## src/rtl/bfre_pkg.sv

```systemverilog
// shared constants, codes and controller/datapath interface types of the rectangle engine
package bfre_pkg;

    localparam int SCREEN_WIDTH  = 128;
    localparam int SCREEN_HEIGHT = 64;
    localparam int CELL_WIDTH    = 8;
    localparam int CELL_HEIGHT   = 16;

    localparam int STORE_SIZE = SCREEN_WIDTH * SCREEN_HEIGHT;
    localparam int ADDR_W     = $clog2(STORE_SIZE);

    // field widths
    localparam int CMD_W = 2;
    localparam int X_W   = 7;
    localparam int Y_W   = 6;
    localparam int W_W   = 8;
    localparam int H_W   = 7;
    localparam int PIX_W = 8;
    localparam int ST_W  = 2;

    // width for on-screen arithmetic, wide enough for the sums on this screen
    localparam int CHK_W = 16;

    typedef enum logic [CMD_W-1:0] {
        CMD_FILL   = 2'd0,
        CMD_COPY   = 2'd1,
        CMD_CURSOR = 2'd2,
        CMD_READ   = 2'd3
    } t_cmd;

    typedef enum logic [ST_W-1:0] {
        ST_DONE      = 2'd0,
        ST_DIAGONAL  = 2'd1,
        ST_OFFSCREEN = 2'd2
    } t_status;

    // controller to datapath
    typedef struct packed {
        logic clear_en;
        logic load;
        logic walk_init;
        logic walk_step;
        logic pix_read;
        logic res_load;
    } t_dp_cmd;

    // datapath to controller
    typedef struct packed {
        t_status code;
        logic    work;
        logic    is_read;
        logic    walk_last;
        logic    clear_last;
    } t_dp_stat;

endpackage

```

## src/rtl/bfre_ctrl.sv

```systemverilog
// sequencing state machine of the rectangle engine
module bfre_ctrl
    import bfre_pkg::*;
(
    input  logic     i_clk,
    input  logic     i_rst_n,
    input  logic     i_in_valid,
    output logic     o_in_ready,
    input  logic     i_out_ready,
    output logic     o_out_valid,
    input  t_dp_stat i_stat,
    output t_dp_cmd  o_cmd
);

    typedef enum logic [2:0] {
        S_CLEAR,
        S_IDLE,
        S_CHECK,
        S_WALK,
        S_READ,
        S_RESP
    } t_state;

    t_state r_state;
    logic   r_out_valid;

    always_comb begin
        o_cmd           = '0;
        o_cmd.clear_en  = (r_state == S_CLEAR);
        o_cmd.load      = (r_state == S_IDLE) && i_in_valid;
        o_cmd.walk_init = (r_state == S_CHECK) && i_stat.work;
        o_cmd.walk_step = (r_state == S_WALK);
        o_cmd.pix_read  = (r_state == S_READ);
        o_cmd.res_load  = (r_state == S_RESP) && (!r_out_valid || i_out_ready);
    end

    assign o_in_ready  = (r_state == S_IDLE);
    assign o_out_valid = r_out_valid;

    always_ff @(posedge i_clk) begin
        if (!i_rst_n) begin
            r_state     <= S_CLEAR;
            r_out_valid <= 1'b0;
        end else begin
            unique case (r_state)
                S_CLEAR: begin
                    if (i_stat.clear_last) r_state <= S_IDLE;
                end
                S_IDLE: begin
                    if (i_in_valid) r_state <= S_CHECK;
                end
                S_CHECK: begin
                    priority if (i_stat.work) r_state <= S_WALK;
                    else if (i_stat.is_read && i_stat.code == ST_DONE) r_state <= S_READ;
                    else r_state <= S_RESP;
                end
                S_WALK: begin
                    if (i_stat.walk_last) r_state <= S_RESP;
                end
                S_READ: begin
                    r_state <= S_RESP;
                end
                S_RESP: begin
                    if (!r_out_valid || i_out_ready) r_state <= S_IDLE;
                end
                default: r_state <= S_IDLE;
            endcase

            if (o_cmd.res_load) r_out_valid <= 1'b1;
            else if (i_out_ready) r_out_valid <= 1'b0;
        end
    end

endmodule

```

## config.mk

```make
export PLATFORM = sky130hd
export DESIGN_NAME = bfre_ctrl
export DESIGN_NICKNAME = d
export VERILOG_FILES = /design/src/rtl/bfre_pkg.sv /design/src/rtl/bfre_ctrl.sv
export SDC_FILE = /design/constraint.sdc
export NUM_CORES = 1
export LEC_CHECK = 0
export BUFFER_PORTS_ARGS = -buffer_cell sky130_fd_sc_hd__buf_2
export CAP_MARGIN = 20
export CORE_AREA = 3 3 40 42
export CTS_BUF_LIST = sky130_fd_sc_hd__clkbuf_8
export DETAILED_ROUTE_END_ITERATION = 8
export DIE_AREA = 0 0 43 45
export PLACE_DENSITY_LB_ADDON = 0.05
export SLEW_MARGIN = 10
export SYNTH_ARGS = -nofsm -noshare
export SYNTH_HDL_FRONTEND = slang
export SYNTH_SLANG_ARGS = --single-unit
```

## constraint.sdc

```tcl
create_clock -name i_clk -period 1.17 [get_ports i_clk]
set_input_delay 0.234 -clock i_clk [delete_from_list [all_inputs] [get_ports i_clk]]
set_output_delay 0.234 -clock i_clk [all_outputs]
set_load 0.005 [all_outputs]
```

Yosys cells after proc, flatten, opt, wreduce, memory -nomap -nowiden. Index checks and enable logic that the tools add are counted.

Bits of input ports: 10. Register bits: 4. Output and inout port bits: 8.

Eq/ne operators: 9. Reductions and logical operators: 10. Muxes and demuxes: 9.

Operators by type and width (number): $pmux W3 S6 (1); $mux W3 (5); $eq A3 B2 Y1 const B (2); $eq A3 B3 Y1 const B (2); $ne A2 B2 Y1 const B (3); $logic_and A1 B1 Y1 (4); $reduce_and A4 Y1 (1); $eq A3 B1 Y1 const B (1); $logic_not A3 Y1 (1); $mux W1 (3); $logic_not A2 Y1 (1); $ne A2 B1 Y1 const B (1); $reduce_bool A2 Y1 (1); $logic_not A1 Y1 (1); $logic_or A1 B1 Y1 (1).

Longest topological paths before layout.
Depth after elaboration: 5. Gate-level depth with buffers: 5. Mapped depth without buffers: 4.

Least setup slack after synthesis. Ideal clock, no wire load.

Path type: register to output. Start point: register r_state[0]. End point: output o_cmd[0] (netlist bit). Setup slack: 71 ps. Cell stages (with the launch flop): 5. Arrival time: 865 ps. Cell sequence: dfxtp_1 > buf_6 > inv_1 > or2_1 > nor2b_1.

RTL lines: start: declaration (RTL line bfre_ctrl.sv:24) `t_state r_state;`; start signal: assignment (RTL line bfre_ctrl.sv:42) `r_state <= S_CLEAR;`; start signal: assignment (RTL line bfre_ctrl.sv:47) `if (i_stat.clear_last) r_state <= S_IDLE;`; start signal: assignment (RTL line bfre_ctrl.sv:50) `if (i_in_valid) r_state <= S_CHECK;`; end: declaration (RTL line bfre_ctrl.sv:12) `output t_dp_cmd o_cmd`.

==> qor.yml <==
rsz0062_at_grt: "yes"
pre_cts_slack_ns: 0.0370
place.gp.congestion: 0.680
share_of_layout_cells_above_drive_strength_1_pct: 66.7
stdcell_count: 84
io_pins: 18
pwr_density_cell_mw_per_mm2: 2080
postSynth.asyncResetShare_pct: 0
core_util_final_pct: 46.7
synth.lib_cells_used.distinct: 26
finalClockSkew_ns: 0.00174
period_needed_ns: 1.32
starting_density_of_the_core_pct: 27.0
synth_seq_area_share_pct: 23.1
gr-usage-met2_pct: 19.2
failing_checks: "setup timing"
viasPerCell: 4.71
antenna_found_initial: 0
p_leak_uw: 0.000277
drt_first_iter_violations: 1
cts_made_buffers: 3
chipWidth_um: 43
grtUsageTotal_pct: 11.4
hp-start: "i_rst_n"
max_cap_viol: 0
area_growth_syn_to_layout_pct: 73.3
clk-insertion-delay-late_ns: 0.21
dr.pass1.iters: 4
post_synth.cell_area_avg_sq_um: 8.06
routedWlPerCell_um: 11.6
hold_buffers: 0
mappedNetlistArea_sq_um: 347
global_route_total_overflow: 0
die_height_um: 45
most_frequent_standard_cell_in_the_layout_excluding_fill_and_tap_cells: "buf_2"
critical_path.startpoint_type: "register"
grt_max_degree: 11
critical_path.reg2reg.startpoint: "r_state[0]"
ys.warnings.count: 0
worstMarginPinSlew_ns: 0.259
timing.setup.tns_ns: -0.706
worst_setup_path_startpoint: "r_state[1]"
vias: 396
grt_pass1_wl_um: 1590
worst_ep_arrival_time_ns: 1.09
cts.htree.levels: 1
cp_endpoint_kind: "output port"
floorplan.rows: 13
min_path_type: "in2reg"
detail_route.wirelength_um: 973
synth.net_count: 53
placeableCoreArea_sq_mm: 0.00128
grtUsageMet1_pct: 13.2
timing.final.ws_setup_ns: -0.155
layout_common_cells: "buf_2, buf_4, nor2_1, nand2_1, clkbuf_8"
run_status: "complete, but fails checks"
first_global_vias: 378
clk_pin_slew_ns: 0.03
detailed_place_hpwl_um: 749
die-area_sq_mm: 0.00194
report.final.slew_viol_count: 0
ir_drop_v: 0.000911
finalHoldWorstSlack_ns: 0.290
grt.met3_usage_pct: 2.39
insertedDiodeCount: 0
synthCells: 43
post-place-cells: 77
detail_route.drc_violations: 0
period_share_pct: 113
buffer_ports.inserted: 17
synth_top_flop_cell: "dfxtp_1"
global_route.peak_usage_layer: "met2"
hold_viol: 0
cts_tree: "done"
postSynthRegisterBits: 4
worst_relative_slew_slack_pct: 82.5
cts_max_path_buffers: 2
synth_edf_count: 0
final_nets: 81
timing.critical_path.required_ns: 0.94
total_clock_sinks: 4
cts.root.buffer_cell: "clkbuf_8"
final_antenna_net_count: 0
worst-setup-path-type: "reg2out"
critical_path.max_fanout: 3
fmax_mhz: 755
finalSetupViolCount: 7
-- logic make-up after synthesis --
| kind of cell | synth area share (%) |
|---|---|
| flops | 23.1 |
| compound gates | 27.4 |
| buf+inv | 10.8 |
| simple gates | 38.6 |
-- layout make-up --
type                            instances  area, sq um
Timing Repair Buffer                   26          164
Tap cell                               15         18.8
Multi-Input combinational cell         34          278
Fill cell                             128          684
Clock buffer                            3         41.3
Sequential cell                         4         88.8
Inverter                                2         10.0
-- critical path: stages (launching register included) --
cell      delay, ns
dfxtp_2        0.31
nand2b_4       0.13
or2_1          0.22
nor2b_1        0.10
buf_2          0.11
-- path summary, 6_finish.rpt --
| kind | cells after the start | end | slack, ns |
|---|---|---|---|
| max | 4 | o_cmd[0] | -0.15 |
| min | 2 | r_state[2] | 0.29 |
| max reg2reg | 6 | r_state[2] | 0.01 |
| min reg2reg | 2 | o_out_valid | 0.57 |
-- timing repair --
action,CTS,global route
pin swaps,2,1
resized for setup,16,5
setup buffers,3,1
setup endpoints to repair,7,8
gates cloned,0,0
-- per-layer routing --
layer,share of wire [%],up-vias
met3,6.2,2
met5,0,-
met4,0.82,0
li1,-,206
met1,42,175
met2,51,13
-- synth_stat cells (2+ instances only) --
cell	number	area [sq um]
nor2_1	5	18.8
dfxtp_1	4	80.1
nand2_1	4	15.0
nand2b_1	4	25.0
buf_6	2	22.5
inv_1	2	7.51
nor3_1	2	10.0
o21a_1	2	15.0
-- power breakdown --
part	internal, uW	leakage, uW	switching (uW)
Clock	219	0.0000216	67.7
Combinational	392	0.000221	340
Sequential	190	0.0000345	39.3
Total	801	0.000277	447
-- per-stage QoR --
step / area (sq um) / power [uW]
after floorplan: 347 / 590
after global placement: 458 / 762
after detailed placement: 458 / 749
after CTS: 576 / 1210
after global routing: 601 / 1350
final: 601 / 1250
-- registers in the layout, summed over array words and instances (netlist names) --
signal / count
o_out_valid: 1
r_state: 3
Note: power is estimated with default switching activity, not from simulation.
